===== src/hdl/rast_pkg.sv =====
// ----------------------------------------------------------------------------
// rast_pkg
// Types and constants shared by the line segment rasterizer modules.
// ----------------------------------------------------------------------------
package rast_pkg;

    localparam int MAP_SIZE = 256;
    localparam int DEN      = 51200;
    localparam int OFFSET   = 25600;
    localparam int PW       = 27;
    localparam int QW       = 10;
    localparam int CW       = 12;
    localparam int MW       = 10;

    typedef struct packed {
        logic [7:0] red;
        logic [7:0] green;
        logic [7:0] blue;
    } t_color;

    typedef struct packed {
        logic signed [15:0] start_x;
        logic signed [15:0] start_z;
        logic signed [15:0] end_x;
        logic signed [15:0] end_z;
        logic [7:0]         red_in;
        logic [7:0]         green_in;
        logic [7:0]         blue_in;
    } t_in_item;

    typedef struct packed {
        logic [15:0] pixel_addr_a;
        logic [15:0] pixel_addr_b;
        logic [15:0] pixel_addr_c;
        logic [15:0] pixel_addr_d;
        logic [2:0]  valid_count;
        logic [7:0]  red_out;
        logic [7:0]  green_out;
        logic [7:0]  blue_out;
        logic        last_of_line;
    } t_out_item;

    typedef struct packed {
        logic                 major_z;
        logic signed [PW-1:0] len;
        logic signed [PW-1:0] minor;
        logic signed [CW-1:0] col;
        logic signed [CW-1:0] row;
        t_color               color;
    } t_seg;

endpackage


===== src/hdl/rast_setup.sv =====
// ----------------------------------------------------------------------------
// rast_setup
// Front end: maps segment ends to map pixels, orders them and picks the walk.
// ----------------------------------------------------------------------------
module rast_setup (
    input  logic              i_clk,
    input  logic              i_rst_n,
    input  logic              i_push,
    output logic              o_full,
    input  rast_pkg::t_in_item i_item,
    input  logic [rast_pkg::MW-1:0] i_map_w,
    output logic              o_seg_valid,
    input  logic              i_seg_ready,
    output rast_pkg::t_seg    o_seg
);
    import rast_pkg::*;

    typedef enum logic [6:0] {
        S_IDLE  = 7'b0000001,
        S_MUL   = 7'b0000010,
        S_ABS   = 7'b0000100,
        S_DIV   = 7'b0001000,
        S_ORDER = 7'b0010000,
        S_CLASS = 7'b0100000,
        S_PUSH  = 7'b1000000
    } t_setup_state;

    // divide by DEN as a shift by DSH, then a reciprocal multiply for the 25
    localparam int DSH   = 11;
    localparam int RECIP = 5243;
    localparam int RSH   = 17;

    t_setup_state         r_state;
    t_in_item             r_item;
    logic signed [PW-1:0] r_p [4];
    logic [PW-2:0]        r_rem [4];
    logic                 r_neg [4];
    logic [QW-1:0]        r_q [4];
    logic signed [PW-1:0] r_ddx;
    logic signed [PW-1:0] r_ddz;
    logic signed [CW-1:0] r_qsx, r_qsz, r_qex, r_qez;
    t_seg                 r_seg;

    logic signed [15:0]   w_w [4];
    logic signed [16:0]   w_off [4];
    logic signed [27:0]   w_prod [4];
    logic [27:0]          w_quo [4];
    logic signed [CW-1:0] w_qs [4];
    logic                 w_swap;
    logic signed [CW-1:0] w_lo, w_hi, w_diff;
    t_seg                 w_seg;

    assign o_full      = (r_state != S_IDLE);
    assign o_seg_valid = (r_state == S_PUSH);
    assign o_seg       = r_seg;

    assign w_w[0] = r_item.start_x;
    assign w_w[1] = r_item.start_z;
    assign w_w[2] = r_item.end_x;
    assign w_w[3] = r_item.end_z;

    always_comb begin
        for (int k = 0; k < 4; k++) begin
            w_off[k]  = 17'(w_w[k]) + 17'(OFFSET);
            w_prod[k] = w_off[k] * $signed({1'b0, i_map_w});
            w_quo[k]  = 28'(r_rem[k][PW-2:DSH]) * 28'(RECIP);
            w_qs[k]   = r_neg[k] ? -$signed(CW'(r_q[k])) : $signed(CW'(r_q[k]));
        end
        w_swap = r_p[2] < r_p[0];
    end

    always_comb begin
        w_lo   = (r_ddz > 0) ? r_qsz : r_qez;
        w_hi   = (r_ddz > 0) ? r_qez : r_qsz;
        w_diff = w_hi - w_lo;
        w_seg.color = t_color'({r_item.red_in, r_item.green_in, r_item.blue_in});
        if (r_ddx == '0) begin
            w_seg.major_z = 1'b1;
            w_seg.len     = PW'(32'(w_diff) * DEN);
            w_seg.minor   = '0;
            w_seg.col     = r_qex;
            w_seg.row     = w_lo;
        end else if (r_ddz < r_ddx && r_ddz >= -r_ddx) begin
            w_seg.major_z = 1'b0;
            w_seg.len     = r_ddx;
            w_seg.minor   = r_ddz;
            w_seg.col     = r_qsx;
            w_seg.row     = r_qsz;
        end else if (r_ddz < 0) begin
            w_seg.major_z = 1'b1;
            w_seg.len     = -r_ddz;
            w_seg.minor   = -r_ddx;
            w_seg.col     = r_qex;
            w_seg.row     = r_qez;
        end else begin
            w_seg.major_z = 1'b1;
            w_seg.len     = r_ddz;
            w_seg.minor   = r_ddx;
            w_seg.col     = r_qsx;
            w_seg.row     = r_qsz;
        end
    end

    always_ff @(posedge i_clk) begin
        if (!i_rst_n) begin
            r_state <= S_IDLE;
        end else begin
            unique case (r_state)
                S_IDLE: begin
                    if (i_push) begin
                        r_item  <= i_item;
                        r_state <= S_MUL;
                    end
                end
                S_MUL: begin
                    for (int k = 0; k < 4; k++) begin
                        r_p[k] <= w_prod[k][PW-1:0];
                    end
                    r_state <= S_ABS;
                end
                S_ABS: begin
                    for (int k = 0; k < 4; k++) begin
                        r_neg[k] <= r_p[k][PW-1];
                        r_rem[k] <= (PW-1)'(r_p[k][PW-1] ? -r_p[k] : r_p[k]);
                    end
                    r_state <= S_DIV;
                end
                S_DIV: begin
                    for (int k = 0; k < 4; k++) begin
                        r_q[k] <= w_quo[k][RSH +: QW];
                    end
                    r_state <= S_ORDER;
                end
                S_ORDER: begin
                    if (w_swap) begin
                        r_ddx <= r_p[0] - r_p[2];
                        r_ddz <= r_p[1] - r_p[3];
                        r_qsx <= w_qs[2];
                        r_qsz <= w_qs[3];
                        r_qex <= w_qs[0];
                        r_qez <= w_qs[1];
                    end else begin
                        r_ddx <= r_p[2] - r_p[0];
                        r_ddz <= r_p[3] - r_p[1];
                        r_qsx <= w_qs[0];
                        r_qsz <= w_qs[1];
                        r_qex <= w_qs[2];
                        r_qez <= w_qs[3];
                    end
                    r_state <= S_CLASS;
                end
                S_CLASS: begin
                    r_seg   <= w_seg;
                    r_state <= S_PUSH;
                end
                S_PUSH: begin
                    if (i_seg_ready) begin
                        r_state <= S_IDLE;
                    end
                end
                default: r_state <= S_IDLE;
            endcase
        end
    end

endmodule


===== src/hdl/rast_fifo.sv =====
// ----------------------------------------------------------------------------
// rast_fifo
// Two-entry queue of classified segments between setup and walker.
// ----------------------------------------------------------------------------
module rast_fifo (
    input  logic           i_clk,
    input  logic           i_rst_n,
    input  logic           i_push,
    input  rast_pkg::t_seg i_data,
    output logic           o_full,
    input  logic           i_pop,
    output rast_pkg::t_seg o_data,
    output logic           o_empty
);
    import rast_pkg::*;

    t_seg       r_mem [2];
    logic       r_wp;
    logic       r_rp;
    logic [1:0] r_cnt;
    logic       w_wr;
    logic       w_rd;

    assign o_full  = (r_cnt == 2'd2);
    assign o_empty = (r_cnt == 2'd0);
    assign o_data  = r_mem[r_rp];
    assign w_wr    = i_push && !o_full;
    assign w_rd    = i_pop && !o_empty;

    always_ff @(posedge i_clk) begin
        if (w_wr) begin
            r_mem[r_wp] <= i_data;
        end
    end

    always_ff @(posedge i_clk) begin
        if (!i_rst_n) begin
            r_wp  <= 1'b0;
            r_rp  <= 1'b0;
            r_cnt <= 2'd0;
        end else begin
            if (w_wr) begin
                r_wp <= !r_wp;
            end
            if (w_rd) begin
                r_rp <= !r_rp;
            end
            r_cnt <= r_cnt + 2'(w_wr) - 2'(w_rd);
        end
    end

endmodule


===== src/hdl/rast_walk.sv =====
// ----------------------------------------------------------------------------
// rast_walk
// Back end: walks one segment a pixel per cycle, unless a full group waits on the output, and packs addresses.
// ----------------------------------------------------------------------------
module rast_walk #(
    parameter int WPR = 4
) (
    input  logic              i_clk,
    input  logic              i_rst_n,
    input  logic              i_seg_valid,
    output logic              o_seg_pop,
    input  rast_pkg::t_seg    i_seg,
    input  logic [rast_pkg::MW-1:0] i_map_w,
    output logic              o_empty,
    input  logic              i_pop,
    output rast_pkg::t_out_item o_result
);
    import rast_pkg::*;

    localparam int PIX_CAP = 64 * WPR;
    localparam int PCW     = $clog2(PIX_CAP + 1);
    localparam int CNTW    = $clog2(WPR + 1);

    typedef enum logic [1:0] {
        W_IDLE = 2'b01,
        W_WALK = 2'b10
    } t_walk_state;

    t_walk_state          r_state, n_state;
    logic                 r_major_z, n_major_z;
    logic signed [PW-1:0] r_len, n_len;
    logic                 r_neg, n_neg;
    logic [PW-2:0]        r_abs, n_abs;
    logic signed [CW-1:0] r_col, n_col;
    logic signed [CW-1:0] r_row, n_row;
    t_color               r_color, n_color;
    logic [PW-1:0]        r_acc, n_acc;
    logic [PW-1:0]        r_rem, n_rem;
    logic [PCW-1:0]       r_pix, n_pix;
    logic [CNTW-1:0]      r_cnt, n_cnt;
    logic [15:0]          r_slot [4];
    logic [15:0]          n_slot [4];
    logic                 r_out_valid, n_out_valid;
    t_out_item            r_out, n_out;

    logic signed [CW-1:0] w_w;
    logic                 w_in_map;
    logic                 w_run;
    logic [2*MW-1:0]      w_lin;
    logic [15:0]          w_addr;
    logic [PW-1:0]        w_sum;
    logic                 w_carry;
    logic                 w_full_grp;
    logic                 w_out_free;
    logic                 w_push;
    logic                 w_adv;
    logic                 w_last;
    logic signed [CW-1:0] w_step;

    assign o_empty  = !r_out_valid;
    assign o_result = r_out;

    always_comb begin
        w_w        = $signed(CW'(i_map_w));
        w_in_map   = (r_col >= 0) && (r_row >= 0) && (r_col < w_w) && (r_row < w_w);
        w_run      = ($signed({1'b0, r_acc}) < r_len) && (32'(r_pix) != PIX_CAP) && w_in_map;
        w_lin      = r_row[MW-1:0] * i_map_w + (2*MW)'(r_col[MW-1:0]);
        w_addr     = w_lin[15:0];
        w_sum      = r_rem + {1'b0, r_abs};
        w_carry    = $signed({1'b0, w_sum}) >= r_len;
        w_full_grp = (32'(r_cnt) == WPR);
        w_out_free = !r_out_valid || i_pop;
        w_step     = r_neg ? -CW'(1) : CW'(1);
    end

    always_comb begin
        n_state     = r_state;
        n_major_z   = r_major_z;
        n_len       = r_len;
        n_neg       = r_neg;
        n_abs       = r_abs;
        n_col       = r_col;
        n_row       = r_row;
        n_color     = r_color;
        n_acc       = r_acc;
        n_rem       = r_rem;
        n_pix       = r_pix;
        n_cnt       = r_cnt;
        n_slot      = r_slot;
        n_out_valid = r_out_valid;
        n_out       = r_out;
        o_seg_pop   = 1'b0;
        w_push      = 1'b0;
        w_adv       = 1'b0;
        w_last      = 1'b0;

        unique case (r_state)
            W_IDLE: begin
                if (i_seg_valid) begin
                    o_seg_pop = 1'b1;
                    n_major_z = i_seg.major_z;
                    n_len     = i_seg.len;
                    n_neg     = i_seg.minor[PW-1];
                    n_abs     = (PW-1)'(i_seg.minor[PW-1] ? -i_seg.minor : i_seg.minor);
                    n_col     = i_seg.col;
                    n_row     = i_seg.row;
                    n_color   = i_seg.color;
                    n_acc     = '0;
                    n_rem     = '0;
                    n_pix     = '0;
                    n_cnt     = '0;
                    for (int j = 0; j < 4; j++) begin
                        n_slot[j] = '0;
                    end
                    n_state   = W_WALK;
                end
            end
            W_WALK: begin
                if (w_run) begin
                    if (w_full_grp) begin
                        if (w_out_free) begin
                            w_push = 1'b1;
                            w_adv  = 1'b1;
                            for (int j = 0; j < 4; j++) begin
                                n_slot[j] = '0;
                            end
                            n_slot[0] = w_addr;
                            n_cnt     = CNTW'(1);
                        end
                    end else begin
                        w_adv = 1'b1;
                        for (int j = 0; j < 4; j++) begin
                            if (32'(r_cnt) == j) begin
                                n_slot[j] = w_addr;
                            end
                        end
                        n_cnt = r_cnt + CNTW'(1);
                    end
                end else if (w_out_free) begin
                    w_push  = 1'b1;
                    w_last  = 1'b1;
                    n_state = W_IDLE;
                end
            end
            default: n_state = W_IDLE;
        endcase

        if (w_adv) begin
            n_acc = r_acc + PW'(DEN);
            n_pix = r_pix + PCW'(1);
            n_rem = w_carry ? w_sum - PW'(r_len) : w_sum;
            if (r_major_z) begin
                n_row = r_row + CW'(1);
                if (w_carry) begin
                    n_col = r_col + w_step;
                end
            end else begin
                n_col = r_col + CW'(1);
                if (w_carry) begin
                    n_row = r_row + w_step;
                end
            end
        end

        if (w_push) begin
            n_out_valid        = 1'b1;
            n_out.pixel_addr_a = r_slot[0];
            n_out.pixel_addr_b = r_slot[1];
            n_out.pixel_addr_c = r_slot[2];
            n_out.pixel_addr_d = r_slot[3];
            n_out.valid_count  = 3'(r_cnt);
            n_out.red_out      = r_color.red;
            n_out.green_out    = r_color.green;
            n_out.blue_out     = r_color.blue;
            n_out.last_of_line = w_last;
        end else if (i_pop) begin
            n_out_valid = 1'b0;
        end
    end

    always_ff @(posedge i_clk) begin
        r_major_z <= n_major_z;
        r_len     <= n_len;
        r_neg     <= n_neg;
        r_abs     <= n_abs;
        r_col     <= n_col;
        r_row     <= n_row;
        r_color   <= n_color;
        r_acc     <= n_acc;
        r_rem     <= n_rem;
        r_pix     <= n_pix;
        r_slot    <= n_slot;
        r_out     <= n_out;
    end

    always_ff @(posedge i_clk) begin
        if (!i_rst_n) begin
            r_state     <= W_IDLE;
            r_cnt       <= '0;
            r_out_valid <= 1'b0;
        end else begin
            r_state     <= n_state;
            r_cnt       <= n_cnt;
            r_out_valid <= n_out_valid;
        end
    end

    ap_cnt_range: assert property (@(posedge i_clk) disable iff (!i_rst_n)
        (r_state == W_WALK) |-> (32'(r_cnt) <= WPR))
        else $error("pixel group count above group size");

    ap_pix_cap: assert property (@(posedge i_clk) disable iff (!i_rst_n)
        (r_state == W_WALK) |-> (32'(r_pix) <= PIX_CAP))
        else $error("pixel count above cap");

    ap_rem_bound: assert property (@(posedge i_clk) disable iff (!i_rst_n)
        (r_state == W_WALK && r_len > 0) |-> ($signed({1'b0, r_rem}) < r_len))
        else $error("step remainder out of range");

    ap_mid_full: assert property (@(posedge i_clk) disable iff (!i_rst_n)
        (w_push && !w_last) |-> w_full_grp)
        else $error("non-final transaction with partial group");

endmodule


===== src/hdl/line_segment_rasterizer.sv =====
// ----------------------------------------------------------------------------
// line_segment_rasterizer
// Rasterizes a world-space line segment into packed pixel write addresses.
// An accepted segment passes multiply, magnitude, reciprocal divide, order,
// classify, queue and walker load before its first walked pixel.
// Setup takes no new segment until it has handed the last one on; the walker
// also stalls on the output, and the two overlap via a two-entry queue.
// Reset clears all control state and sets map_width to 256.
// ----------------------------------------------------------------------------
module line_segment_rasterizer #(
    parameter int WRITES_PER_RESULT = 4
) (
    input  logic                 i_clk,
    input  logic                 i_rst_n,
    input  logic                 push,
    output logic                 full,
    input  rast_pkg::t_in_item   i_item,
    output logic                 empty,
    input  logic                 pop,
    output rast_pkg::t_out_item  o_result,
    input  logic                 i_cfg_we,
    input  logic [8:0]           i_cfg_data
);
    import rast_pkg::*;

    logic [8:0]    r_map_width;
    logic [MW-1:0] w_map_w;
    t_seg          w_setup_seg;
    logic          w_setup_valid;
    logic          w_fifo_full;
    t_seg          w_fifo_seg;
    logic          w_fifo_empty;
    logic          w_fifo_pop;

    always_ff @(posedge i_clk) begin
        if (!i_rst_n) begin
            r_map_width <= 9'd256;
        end else if (i_cfg_we) begin
            r_map_width <= i_cfg_data;
        end
    end

    always_comb begin
        if (r_map_width == '0) begin
            w_map_w = MW'(1);
        end else if (32'(r_map_width) > MAP_SIZE) begin
            w_map_w = MW'(MAP_SIZE);
        end else begin
            w_map_w = MW'(r_map_width);
        end
    end

    rast_setup u_setup (
        .i_clk       (i_clk),
        .i_rst_n     (i_rst_n),
        .i_push      (push),
        .o_full      (full),
        .i_item      (i_item),
        .i_map_w     (w_map_w),
        .o_seg_valid (w_setup_valid),
        .i_seg_ready (!w_fifo_full),
        .o_seg       (w_setup_seg)
    );

    rast_fifo u_fifo (
        .i_clk   (i_clk),
        .i_rst_n (i_rst_n),
        .i_push  (w_setup_valid),
        .i_data  (w_setup_seg),
        .o_full  (w_fifo_full),
        .i_pop   (w_fifo_pop),
        .o_data  (w_fifo_seg),
        .o_empty (w_fifo_empty)
    );

    rast_walk #(
        .WPR (WRITES_PER_RESULT)
    ) u_walk (
        .i_clk       (i_clk),
        .i_rst_n     (i_rst_n),
        .i_seg_valid (!w_fifo_empty),
        .o_seg_pop   (w_fifo_pop),
        .i_seg       (w_fifo_seg),
        .i_map_w     (w_map_w),
        .o_empty     (empty),
        .i_pop       (pop),
        .o_result    (o_result)
    );

endmodule


===== config.mk =====
export PLATFORM = sky130hd
export DESIGN_NAME = line_segment_rasterizer
export DESIGN_NICKNAME = d
export VERILOG_FILES = /design/src/hdl/rast_pkg.sv /design/src/hdl/rast_setup.sv /design/src/hdl/rast_fifo.sv /design/src/hdl/rast_walk.sv /design/src/hdl/line_segment_rasterizer.sv
export SDC_FILE = /design/constraint.sdc
export NUM_CORES = 2
export LEC_CHECK = 0
export BUFFER_PORTS_ARGS = -buffer_cell sky130_fd_sc_hd__clkbuf_2
export CORE_UTILIZATION = 45
export CTS_CLUSTER_DIAMETER = 30
export DETAILED_ROUTE_END_ITERATION = 6
export REMOVE_ABC_BUFFERS = 1
export SLEW_MARGIN = 20
export SYNTH_ARGS = -nofsm -noshare
export SYNTH_HDL_FRONTEND = slang
export SYNTH_SLANG_ARGS = --single-unit

===== constraint.sdc =====
create_clock -name i_clk -period 21.2 [get_ports i_clk]
set_input_delay 4.24 -clock i_clk [delete_from_list [all_inputs] [get_ports i_clk]]
set_output_delay 4.24 -clock i_clk [all_outputs]
set_load 0.01 [all_outputs]

==> results.toml <==
[status]
status = "completed"

[power_and_ir_drop]
switching_share_pct = 32.3
pwr-share-comb_pct = 26.8
power_density_nw_per_um2 = 82.1
net-switching-power_mw = 2.76
clockPowerShare_pct = 41.6
cellLeakagePower_nw = 47.1
p_seq_share_pct = 31.7
vdd_drop_max_mv = 0.0873
internal-power_mw = 5.80
finalPower_mw = 8.56

[sta]
timing.slew.headroom_pct = 30.6
slew_viol_final = 0
max_clock_freq_mhz = 120
whs_ns = 0.382
period_needed_ns = 8.34
rsz0062_at_grt = "no"
setup_viol = 0
fin_tns_setup_ns = 0
finalCritPeriodShare_pct = 39.3
tightest_slew_ns = 1.04
hold_viol = 0
skew_ns = 0.103

[final_layout]
final_common_cell = "inv_1"
final_nets = 10938
fillCellCount = 17853
drive_gt1_share_pct = 8.55
final_cell_mix = "1,572 x inv_1, 1,000 x ha_1, 998 x edfxtp_1, 867 x fa_1, 714 x nand2_1"
fin_util_pct = 51.4
area_growth_pct = 12.9

[grt]
antenna_found_initial = 2
grt_max_degree = 79
overflow = 0
grt_pass1_wl_mm = 347
grt_pass1_vias = 63523
grt_use_total_pct = 21.3

[worst_setup_path]
r2r_slack_ns = 12.86
setup.worst_path.end = "u_setup.r_p[2][26]$_DFFE_PP_"
crit_fanout = 48
crit_start = "r_map_width[8]$_SDFFE_PN1P_"
r2r_cells = 24
crit_type = "flop to flop"
cp-end-kind = "flop"
reg2reg_from = "r_map_width[8]$_SDFFE_PN1P_"
slowest_stage = "nor2b_4"
reg2reg_to = "u_setup.r_p[2][26]$_DFFE_PP_"
path_cells = "buf_4 > nor2b_4 > buf_4 > nand2_1 > fa_1 > fa_1 > inv_1 > fa_1 > fa_1 > inv_1 > fa_1 > inv_1 > ha_1 > o21ai_0 > nor2_1 > a21boi_0 > o21ai_0 > a2bb2oi_1 > a21boi_0 > a2111oi_0 > o21a_1 > o21a_1 > nor4_1 > a311o_1"
startpoint_type = "flop"
crit_top_cell = "fa_1"
slowest_delay_ns = 0.66
critPathArrivalTime_ns = 8.89
critPathRequiredTime_ns = 21.75

[route]
via_count = 61323
drt_pass1_iterations = 6
drt_wl_total_mm = 218
antenna_left = 0
wire_per_inst_um = 18.4
vias_per_cell = 5.18
drc = 0
drt_iter0_markers = 3484

[run]
cap_violations = 0

[logic_synthesis]
async_flop_share_pct = 0
synthCells = 8749
ys.flop_type = "edfxtp_1"
synth_edf_count = 998
yosys_register_bits = 1049
yosysSeqAreaShare_pct = 33.6
yosys_warnings = 0
synth_area_um2 = 92300
syn_area_per_cell_um2 = 10.6
yosysUniqueCellTypes = 84

[clock_tree]
cts_setup_buffers = 0
clkTransAtPathRegs_ns = 0.05
clock_latency_ns = 0.86
numCtsBuffers = 223
cts_tree = "built"
cts.sinks = 1049
postCtsHoldBufs = 0
clockBufferDepth = 3
root_buffer = "clkbuf_16"
h-tree-depth = 4
cts_resized = 0

[placement]
dp_hpwl_mm = 171
portBuffers = 195
gp_congestion = 0.905

[floorplan]
die_w_um = 455
die_y_um = 455
pin_count = 196
die_area_um2 = 207000
rows = 165
core_area_um2 = 203000
initial_utilization_pct = 45.5

[min_path]
hold_path_class = "flop to flop"
-- worst min-delay path by stage --
stage / startpoint / endpoint / slack [ns] / cells past startpoint
finish: u_walk.r_slot[15]$_SDFFCE_PP0P_ / u_walk.o_result[43]$_DFFE_PP_ / 0.38 / 0
global route: u_walk.r_slot[47]$_SDFFCE_PP0P_ / u_walk.o_result[75]$_DFFE_PP_ / 0.39 / 0
CTS: u_walk.r_slot[15]$_SDFFCE_PP0P_ / u_walk.o_result[43]$_DFFE_PP_ / 0.38 / 0
detailed placement: u_walk.r_color[11]$_DFFE_PP_ / u_walk.o_result[12]$_DFFE_PP_ / 0.40 / 0
global placement: u_walk.r_color[2]$_DFFE_PP_ / u_walk.o_result[3]$_DFFE_PP_ / 0.40 / 0
floorplan: u_setup.r_item[0]$_DFFE_PP_ / u_setup.o_seg[0]$_DFFE_PP_ / 0.40 / 0
-- synth_stat cells (all sizes together), types with 15 or more instances --
cell	instances	area [um^2]
or3	35	219
nor3	99	495
fa	867	17400
nor2	435	1630
ha	1000	12500
xor2	159	1390
o21a	46	345
clkbuf	204	766
nand3	86	430
mux2i	149	1500
a211oi	38	285
edfxtp	998	30000
a2111oi	15	133
and3	44	275
a31oi	27	175
or2	21	131
a21boi	17	128
nand2	715	2680
nor4	35	219
nand2b	99	619
o21ai	283	1420
a221oi	17	173
mux2	73	822
dfxtp	51	1020
maj3	17	170
o21bai	46	345
a21oi	334	1670
o41ai	17	156
inv	1575	5910
o31ai	43	323
o211ai	20	150
o22ai	23	150
or4	17	131
a21o	143	1070
nor2b	84	526
buf	61	250
xnor2	409	3580
and2	251	1570
nand4	45	282
-- power groups by stage --
stage / Sequential [mW] / Clock, mW / Combinational (mW)
after detailed placement: 2.75 / 0 / 2.26
after CTS: 2.71 / 3.63 / 2.28
after floorplan: 2.71 / 0 / 1.68
after global placement: 2.74 / 0 / 2.22
after global routing: 2.73 / 3.74 / 2.55
final: 2.71 / 3.56 / 2.29
-- flip-flops by register name, summed over array words and instances, names as in the netlist, 16 cells and up, named ones only --
| register | flops |
|---|---|
| u_fifo.r_mem | 206 |
| u_walk.r_rem | 27 |
| u_setup.r_q | 40 |
| u_setup.r_ddx | 27 |
| u_setup.r_p | 108 |
| u_setup.r_rem | 60 |
| u_walk.r_color | 24 |
| u_setup.r_item | 88 |
| u_walk.o_result | 92 |
| u_walk.r_len | 27 |
| u_walk.r_acc | 16 |
| u_setup.r_ddz | 27 |
| u_setup.o_seg | 103 |
| u_walk.r_abs | 26 |
| u_walk.r_slot | 64 |
-- through the flow --
stage	cell area, um^2	std cells	worst slack [ns]
final	104000	11839	12.86
after global routing	104000	11837	12.52
after CTS	104000	11837	12.94
after detailed placement	96300	11416	12.95
after global placement	96300	11416	13.15
after floorplan	91300	8484	4.85
-- worst max-delay path, delay by kind of cell, from the launching register on --
family / cells / cell delay (ns)
AOI/OAI and AO/OA: 9 / 2.48
adders and majority gates: 6 / 2.82
buffers and inverters: 5 / 1.18
DFF: 1 / 0.48
and+or+nand+nor: 4 / 1.02
-- final cells by class --
cell class,instances,area [um^2],share of cell area [%]
antenna,2,5.00,0.00480
inverter,1577,5920,5.68
multi-input combinational,5858,54600,52.4
timing repair buffer,260,1460,1.40
clock buffer,252,5740,5.51
sequential,1049,31000,29.7
clock inverter,169,2190,2.10
tap,2672,3340,3.21
-- kinds of logic (layout without fill, tap and decap cells) --
family / after synthesis / count (layout) / share of synthesized area, %
compound gates: 1182 / 1182 / 8.18
xor+xnor: 568 / 568 / 5.39
fa+ha+maj: 1884 / 1884 / 32.5
buf+inv: 1842 / 2258 / 7.51
flops: 1049 / 1049 / 33.6
mux: 222 / 222 / 2.51
other cells: 0 / 2 / 0
simple gates: 2002 / 2002 / 10.3
-- per-layer routing --
metal / share of wire [%] / track usage [%] / vias to the layer above
li1: - / - / 29546
met1: 46 / 28.6 / 30157
met2: 47 / 35.6 / 1303
met3: 4.3 / 3.25 / 317
met4: 2.6 / 6.11 / 0
met5: 0 / 0 / -
Note: power is estimated with default switching activity, not from simulation.
